--- src/hdl/slfw_pkg.sv ---
// Shared types, command codes and segment tables for the segment LCD frame writer.
`default_nettype none
package slfw_pkg;

  // Largest frame the datapath is built for
  localparam int FRAME_MAX = 16;
  localparam int DIGIT_POSITIONS = 6;

  // Request kinds carried on s_tuser
  localparam logic [1:0] REQ_CHAR  = 2'd0;
  localparam logic [1:0] REQ_VALUE = 2'd1;
  localparam logic [1:0] REQ_BARS  = 2'd2;

  // Segment constants
  localparam logic [15:0] SEG_MU      = 16'h6081;
  localparam logic [15:0] SEG_SMALL_M = 16'hb210;
  localparam logic [15:0] SEG_SMALL_N = 16'h2210;
  localparam logic [15:0] SEG_STAR    = 16'hA0D7;
  localparam logic [15:0] SEG_MINUS   = 16'hA000;
  localparam logic [15:0] SEG_POINT   = 16'h0008;
  localparam logic [15:0] SEG_COLON   = 16'h0020;

  // Reciprocals for division by ten and by one hundred
  localparam logic [31:0] RECIP_10  = 32'hCCCCCCCD;
  localparam logic [31:0] RECIP_100 = 32'h51EB851F;
  localparam int SHIFT_10  = 35;
  localparam int SHIFT_100 = 37;

  // Datapath command codes
  localparam logic [3:0] CMD_NONE   = 4'd0;
  localparam logic [3:0] CMD_LOAD   = 4'd1;
  localparam logic [3:0] CMD_EXEC   = 4'd2;
  localparam logic [3:0] CMD_MUL100 = 4'd3;
  localparam logic [3:0] CMD_DROP   = 4'd4;
  localparam logic [3:0] CMD_OL     = 4'd5;
  localparam logic [3:0] CMD_MUL10  = 4'd6;
  localparam logic [3:0] CMD_DIGIT  = 4'd7;
  localparam logic [3:0] CMD_READ   = 4'd8;

  typedef struct packed {
    logic [3:0] op;
  } slfw_cmd_t;

  typedef struct packed {
    logic value_req;
    logic ovf;
    logic j_last;
    logic read_last;
    logic out_free;
  } slfw_sts_t;

  // Per-byte write mask and data for one frame update
  typedef struct packed {
    logic [FRAME_MAX-1:0][7:0] mask;
    logic [FRAME_MAX-1:0][7:0] val;
  } frame_upd_t;

  function automatic logic [15:0] letter_seg(input logic [4:0] i);
    logic [15:0] s;
    unique case (i)
      5'd0:  s = 16'hFE00;
      5'd1:  s = 16'h6711;
      5'd2:  s = 16'h1d00;
      5'd3:  s = 16'h4711;
      5'd4:  s = 16'h9d00;
      5'd5:  s = 16'h9c00;
      5'd6:  s = 16'h3f00;
      5'd7:  s = 16'hfa00;
      5'd8:  s = 16'h0011;
      5'd9:  s = 16'h5300;
      5'd10: s = 16'h9844;
      5'd11: s = 16'h1900;
      5'd12: s = 16'h5a42;
      5'd13: s = 16'h5a06;
      5'd14: s = 16'h5f00;
      5'd15: s = 16'hFC00;
      5'd16: s = 16'h5F04;
      5'd17: s = 16'hFC04;
      5'd18: s = 16'hAF00;
      5'd19: s = 16'h0411;
      5'd20: s = 16'h5b00;
      5'd21: s = 16'h18c0;
      5'd22: s = 16'h5a84;
      5'd23: s = 16'h00c6;
      5'd24: s = 16'h0052;
      5'd25: s = 16'h05c0;
      default: s = 16'h0000;
    endcase
    return s;
  endfunction

  function automatic logic [15:0] digit_seg(input logic [3:0] d);
    logic [15:0] s;
    unique case (d)
      4'd0: s = 16'h5F00;
      4'd1: s = 16'h4200;
      4'd2: s = 16'hF500;
      4'd3: s = 16'h6700;
      4'd4: s = 16'hEa00;
      4'd5: s = 16'hAF00;
      4'd6: s = 16'hBF00;
      4'd7: s = 16'h4600;
      4'd8: s = 16'hFF00;
      4'd9: s = 16'hEF00;
      default: s = 16'h0000;
    endcase
    return s;
  endfunction

  // Map a character byte to its segment code
  function automatic logic [15:0] char_seg(input logic [7:0] c);
    logic [15:0] s;
    priority if (c == 8'h20) s = 16'h0000;
    else if (c == 8'h2A) s = SEG_STAR;
    else if (c == 8'hB5) s = SEG_MU;
    else if (c == 8'h6D) s = SEG_SMALL_M;
    else if (c == 8'h6E) s = SEG_SMALL_N;
    else if (c == 8'h2D) s = SEG_MINUS;
    else if (c >= 8'h30 && c <= 8'h39) s = digit_seg(4'(c - 8'h30));
    else if (c >= 8'h41 && c <= 8'h5A) s = letter_seg(5'(c - 8'h41));
    else if (c >= 8'h61 && c <= 8'h7A) s = letter_seg(5'(c - 8'h61));
    else s = 16'h0000;
    return s;
  endfunction

  function automatic frame_upd_t put(input frame_upd_t u, input int idx,
                                     input logic [7:0] m, input logic [15:0] v);
    frame_upd_t r;
    r = u;
    r.mask[idx] = u.mask[idx] | m;
    r.val[idx]  = (u.val[idx] & ~m) | (v[7:0] & m);
    return r;
  endfunction

  // Scatter the four nibbles of a segment code into the frame bytes of one position
  function automatic frame_upd_t seg_scatter(input logic [15:0] code, input logic [2:0] pos);
    frame_upd_t u;
    logic [15:0] n0, n1, n2, n3;
    u  = '0;
    n0 = {12'd0, code[15:12]};
    n1 = {12'd0, code[11:8]};
    n2 = {12'd0, code[7:4]};
    n3 = {12'd0, code[3:0]};
    unique case (pos)
      3'd1: begin
        u = put(u, 0, 8'h03, n0);       u = put(u, 2, 8'hc0, n0 << 4);
        u = put(u, 3, 8'h30, n1 << 4);  u = put(u, 6, 8'h0c, n1);
        u = put(u, 7, 8'h03, n2);       u = put(u, 9, 8'hc0, n2 << 4);
        u = put(u, 10, 8'h30, n3 << 2); u = put(u, 13, 8'h0c, n3 << 2);
      end
      3'd2: begin
        u = put(u, 0, 8'h0c, n0 << 2);  u = put(u, 2, 8'h30, n0 << 2);
        u = put(u, 3, 8'hc0, n1 << 6);  u = put(u, 6, 8'h03, n1 >> 2);
        u = put(u, 7, 8'h0c, n2 << 2);  u = put(u, 9, 8'h30, n2 << 2);
        u = put(u, 10, 8'hc0, n3 << 4); u = put(u, 13, 8'h03, n3);
      end
      3'd3: begin
        u = put(u, 0, 8'h30, n0 << 4);  u = put(u, 2, 8'h0c, n0);
        u = put(u, 4, 8'h03, n1);       u = put(u, 5, 8'hc0, n1 << 4);
        u = put(u, 7, 8'h30, n2 << 4);  u = put(u, 9, 8'h0c, n2);
        u = put(u, 11, 8'h03, n3 >> 2); u = put(u, 12, 8'hc0, n3 << 6);
      end
      3'd4: begin
        u = put(u, 0, 8'hc0, n0 << 6);  u = put(u, 2, 8'h03, n0 >> 2);
        u = put(u, 4, 8'h0c, n1 << 2);  u = put(u, 5, 8'h30, n1 << 2);
        u = put(u, 7, 8'hc0, n2 << 6);  u = put(u, 9, 8'h03, n2 >> 2);
        u = put(u, 11, 8'h0c, n3);      u = put(u, 12, 8'h30, n3 << 4);
      end
      3'd5: begin
        u = put(u, 1, 8'h03, n0);       u = put(u, 1, 8'hc0, n0 << 4);
        u = put(u, 4, 8'h30, n1 << 4);  u = put(u, 5, 8'h0c, n1);
        u = put(u, 8, 8'h01, n2);       u = put(u, 8, 8'hc0, n2 << 4);
        u = put(u, 11, 8'h10, n3 << 2); u = put(u, 12, 8'h0c, n3 << 2);
      end
      3'd6: begin
        u = put(u, 1, 8'h0c, n0 << 2);  u = put(u, 1, 8'h30, n0 << 2);
        u = put(u, 4, 8'hc0, n1 << 6);  u = put(u, 5, 8'h03, n1 >> 2);
        u = put(u, 8, 8'h04, n2 << 2);  u = put(u, 8, 8'h30, n2 << 2);
        u = put(u, 11, 8'h40, n3 << 4); u = put(u, 12, 8'h03, n3);
      end
      default: u = '0;
    endcase
    return u;
  endfunction

  // Display limit for the number of digit slots, one decade less when negative
  function automatic logic [23:0] value_limit(input logic [1:0] start, input logic neg);
    logic [23:0] l;
    unique case (start)
      2'd2:    l = neg ? 24'd10000  : 24'd100000;
      2'd3:    l = neg ? 24'd1000   : 24'd10000;
      default: l = neg ? 24'd1000000 : 24'd10000000;
    endcase
    return l;
  endfunction

endpackage
`default_nettype wire

--- src/hdl/slfw_ctrl.sv ---
// Request sequencer of the frame writer.
`default_nettype none
module slfw_ctrl
  import slfw_pkg::*;
(
  input  wire logic      clk,
  input  wire logic      rst,
  input  wire logic      s_tvalid,
  output logic           s_tready,
  output slfw_cmd_t      cmd,
  input  wire slfw_sts_t sts
);

  localparam logic [3:0] S_IDLE   = 4'd0;
  localparam logic [3:0] S_EXEC   = 4'd1;
  localparam logic [3:0] S_MUL100 = 4'd2;
  localparam logic [3:0] S_DROP   = 4'd3;
  localparam logic [3:0] S_CHECK  = 4'd4;
  localparam logic [3:0] S_OL     = 4'd5;
  localparam logic [3:0] S_MUL10  = 4'd6;
  localparam logic [3:0] S_DIGIT  = 4'd7;
  localparam logic [3:0] S_READ   = 4'd8;

  logic [3:0] state;
  logic [3:0] state_next;

  assign s_tready = (state == S_IDLE);

  // Next state and command
  always_comb begin
    state_next = state;
    cmd.op     = CMD_NONE;
    unique case (state)
      S_IDLE: begin
        if (s_tvalid) begin
          cmd.op     = CMD_LOAD;
          state_next = S_EXEC;
        end
      end
      S_EXEC: begin
        cmd.op     = CMD_EXEC;
        state_next = sts.value_req ? S_MUL100 : S_READ;
      end
      S_MUL100: begin
        cmd.op     = CMD_MUL100;
        state_next = S_DROP;
      end
      S_DROP: begin
        cmd.op     = CMD_DROP;
        state_next = S_CHECK;
      end
      S_CHECK: state_next = sts.ovf ? S_OL : S_MUL10;
      S_OL: begin
        cmd.op     = CMD_OL;
        state_next = sts.j_last ? S_READ : S_OL;
      end
      S_MUL10: begin
        cmd.op     = CMD_MUL10;
        state_next = S_DIGIT;
      end
      S_DIGIT: begin
        cmd.op     = CMD_DIGIT;
        state_next = sts.j_last ? S_READ : S_MUL10;
      end
      S_READ: begin
        if (sts.out_free) begin
          cmd.op = CMD_READ;
          if (sts.read_last) state_next = S_IDLE;
        end
      end
      default: state_next = S_IDLE;
    endcase
  end

  always_ff @(posedge clk) begin
    if (rst) begin
      state <= S_IDLE;
    end else begin
      state <= state_next;
    end
  end

`ifndef SYNTHESIS
  a_read_has_room: assert property (@(posedge clk) disable iff (rst)
    (cmd.op == CMD_READ) |-> sts.out_free) else $error("readout into a full output register");
  a_accept_to_exec: assert property (@(posedge clk) disable iff (rst)
    (s_tvalid && s_tready) |=> (state == S_EXEC)) else $error("accepted request not executed");
  a_digits_end_in_read: assert property (@(posedge clk) disable iff (rst)
    (state == S_DIGIT && sts.j_last) |=> (state == S_READ)) else $error("digit loop overran");
`endif

endmodule
`default_nettype wire

--- config.mk ---
export PLATFORM = sky130hd
export DESIGN_NAME = slfw_ctrl
export DESIGN_NICKNAME = d
export VERILOG_FILES = /design/src/hdl/slfw_pkg.sv /design/src/hdl/slfw_ctrl.sv
export SDC_FILE = /design/constraint.sdc
export NUM_CORES = 1
export LEC_CHECK = 0
export BUFFER_PORTS_ARGS = -buffer_cell sky130_fd_sc_hd__clkbuf_2
export CORE_AREA = 2 2 39 41
export CTS_BUF_LIST = sky130_fd_sc_hd__clkbuf_4
export DETAILED_ROUTE_END_ITERATION = 16
export DIE_AREA = 0 0 41 43
export PLACE_DENSITY = 0.54
export SYNTH_ARGS = -nofsm -noshare
export SYNTH_HDL_FRONTEND = slang
export SYNTH_SLANG_ARGS = --single-unit
export TNS_END_PERCENT = 20
--- constraint.sdc ---
create_clock -name clk -period 0.9 [get_ports clk]
set_input_delay 0.09 -clock clk [delete_from_list [all_inputs] [get_ports clk]]
set_output_delay 0.09 -clock clk [all_outputs]
set_load 0.01 [all_outputs]
* After elaboration in Yosys (flattened, before gate mapping)
Index checks and enable logic that the tools add are counted.
W data, S select, Z words.
** Word-level totals
- Bits in registers :: 4
- Input port bits :: 8
- Word-level logic and storage cells :: 25
** Operators by class
- Eq/ne operators :: 11
- Mux-type cells :: 11
- Reductions and logical operators :: 2
** Operators with widths (number)
- $pmux W4 S9 :: 1
- $pmux W4 S8 :: 1
- $mux W4 :: 7
- $eq A4 B3 Y1 const B :: 4
- $eq A4 B2 Y1 const B :: 2
- $ne A2 B2 Y1 const B :: 3
- $eq A4 B1 Y1 const B :: 1
- $eq A4 B4 Y1 const B :: 1
- $logic_not A4 Y1 :: 1
- $reduce_and A3 Y1 :: 1
- $mux W2 :: 1
- $mux W1 :: 1

* Depth between registers and ports, before layout
- Depth after elaboration :: 3
- Depth in mapped cells :: 4
- Depth with buffers taken out :: 3

* Worst setup path after synthesis
Ideal clock, no wire load.
- Path type :: register -> output
- Start :: reg state[1]
- End :: out s_tready
- Data arrival time :: 0.877 ns
- Slack :: -0.067 ns
- Stages on the path, launching flop included :: 3
- Path buffers :: 1
- Path through :: dfxtp_1 buf_6 nor4_1
** On the way
- Word-level cells in the longest chain between the ends :: 1
** Ends and longest elaborated chain
- start, declared :: line slfw_ctrl.sv:24 : logic [3:0] state;
- start signal, assigned :: line slfw_ctrl.sv:79 : state <= state_next;
- $logic_not A4 Y1 :: line slfw_ctrl.sv:27 : assign s_tready = (state == S_IDLE);
- end, declared :: line slfw_ctrl.sv:9 : output logic s_tready,
No other way between the ends.

==> results.tsv <==
metric	value	unit
vias in the first global route	342	
H-tree depth	1	
cell taking the most area after synthesis	dfxtp_1	
gr ovfl total	0	
Slew headroom	0.865	
synthesis warning total	0	
GRT Util Overall	0.105	
Setup crit end kind	primary output	
Clock Latency Late Sink	230	ps
crit path time final	1180	ps
clk sink count	4	
I/O Pins	13	
failing checks	setup timing	
Cells after DPL	71	
Top delay family on crit path	flip-flops	
fin util	0.363	
RSZ-0062 raised after global routing	true	
ordered list of cells on the worst path	buf_6 -> nand2_2 -> a21oi_1 -> buf_2	
antenna cells	0	
largest net degree at the start of global routing	9	
DRC	0	
area share of the largest cell type after synthesis	0.268	
Setup Skew	1.90	ps
ANT nets after route	0	
Setup CP Type	reg -> out	
dpl cell area	408	um2
Final nets	70	
Avg WL per Cell	9.62	um
Clock Pin Slew Worst Setup and Hold Paths	40	ps
sequential-to-total area share from yosys stat	0.268	
maximum VDD drop	0.575	mV
CTS Hold Buffers Added	0	
total power	0.624	mW
Final WS setup	-281	ps
global-route wire length before repair	1.28	mm
drt pass-1 iters	2	
top achievable clock speed	0.847	GHz
slowest CP cell	dfxtp_4	
Post-Syn Area	299	um2
largest cells by area after synthesis	dfxtp_1 (27%), buf_6 (7.5%), a21oi_1 (6.7%)	
Post-DP HPWL	558	um
CTS tree	built	
LEAKAGE	0.222	nW
initial core utilization	0.216	
post-synth cell types	26	
count of non-filler cells in the finished layout	76	
Crit path required time	810	ps
pwr dens	1240	nW/um2
worst hold start	rst	
async set-or-reset flop fraction in the synthesized netlist	0	
crit path DAT	1090	ps
synthesized instance count	39	
predominant post-synthesis flop cell	dfxtp_1	
Port Buf Inserts	12	
RePlAce Congestion	0.670	
Num CTS Buffers	3	
reg2reg start	state[2]	
Sum Neg Setup Slack	-1870	ps
drt total wl	731	um
syn_area_per_cell	7.67	um2
Worst Setup SP	state[2]	
Area growth syn-to-layout	68.2	%
Post-synth EDFFs	0	
mean number of vias per cell	4.42	
Root Driver	clkbuf_4	
First DRT Iteration DRCs	1	
Design Area, Final	503	um2
max reg flops	4	
layout cell share with drive strength beyond 1	0.567	
WP buf/inv	2	
Die Area	1760	um2
Reg with most FFs	state	
# rows	14	
Max Cap Viol	0	
initial antenna violation count	0	
CP startpoint kind	flip-flop	
Die H	43	um
die width	41	um
Setup Viol. Count Final	9	
Largest regs	state (4)	
status	complete, but fails checks	
Crit Path Max Fanout	6	
final worst-path cycle share	1.31	
FF+latch count, synth	4	
core area	1380	um2
max-slew violations	0	
Clock Path Buffers	2	
Fin. Hold Viols	0	
slew of the pin with the lowest slew margin	203	ps
Max stage delay on crit path	410	ps
Net Count, Synth	47	
Hold Crit Class	in -> reg	
via count	336	
synth cell count leaders	a21oi_1 (4), dfxtp_1 (4), nor2_1 (4)	
power breakdown:
group / internal, mW / switching (mW)
clock network: 0.149 / 0.0678
logic: 0.114 / 0.0896
registers: 0.187 / 0.0181
total: 0.449 / 0.175
final timing paths:
path              endpoint  slack [ps]  depth (start not counted)
setup / recovery    cmd[0]        -280                          4
hold / removal    state[3]         100                          2
setup reg to reg  state[1]        -210                          4
hold reg to reg   state[3]         560                          2
cell usage in the layout, fill, tap and decap left out, types with 2 or more instances in the layout:
cell      count
buf_4         5
nand2_1       2
buf_2         4
clkbuf_4      3
dfxtp_4       2
nor2_1        4
a21oi_1       4
clkbuf_2      8
buf_6         4
o21ai_1       2
kinds of logic (layout without fill, tap and decap cells):
logic type,count (synthesis),in the layout,synth area share
and+or+nand+nor,18,18,0.335
AOI/OAI and AO/OA,12,12,0.255
xor gates and xnor gates,1,1,0.0293
DFF,4,4,0.268
buffers and inverters,4,25,0.113
layer usage:
| layer | GRT usage | vias up | wire length, um | part of all wire |
|---|---|---|---|---|
| li1 | - | 185 | - | - |
| met1 | 0.128 | 140 | 338 | 0.46 |
| met2 | 0.156 | 11 | 339 | 0.46 |
| met3 | 0.0157 | 0 | 53 | 0.073 |
| met4 | 0.0800 | 0 | 0 | 0 |
| met5 | 0 | - | 0 | 0 |
final cells by class:
type,instances,area (um2)
well taps,16,20.0
inverters,1,3.75
fillers,154,881
repair buffers,21,143
clock buffers,3,22.5
flip-flops and latches,4,88.8
multi-input cells,31,225
per-stage QoR:
| step | hold WS (ps) | worst slack [ps] |
|---|---|---|
| finish | 101 | -281 |
| global route | 95.7 | -367 |
| CTS | 92.7 | -305 |
| detailed placement | 340 | -245 |
| global placement | 333 | -216 |
| floorplan | 204 | -50.4 |
repair_timing:
action	in CTS	in global routing
setup endpoints to repair	9	9
resized for setup	18	5
buffers inserted	2	0
pin swaps	5	1
Note: power is estimated with default switching activity, not from simulation.
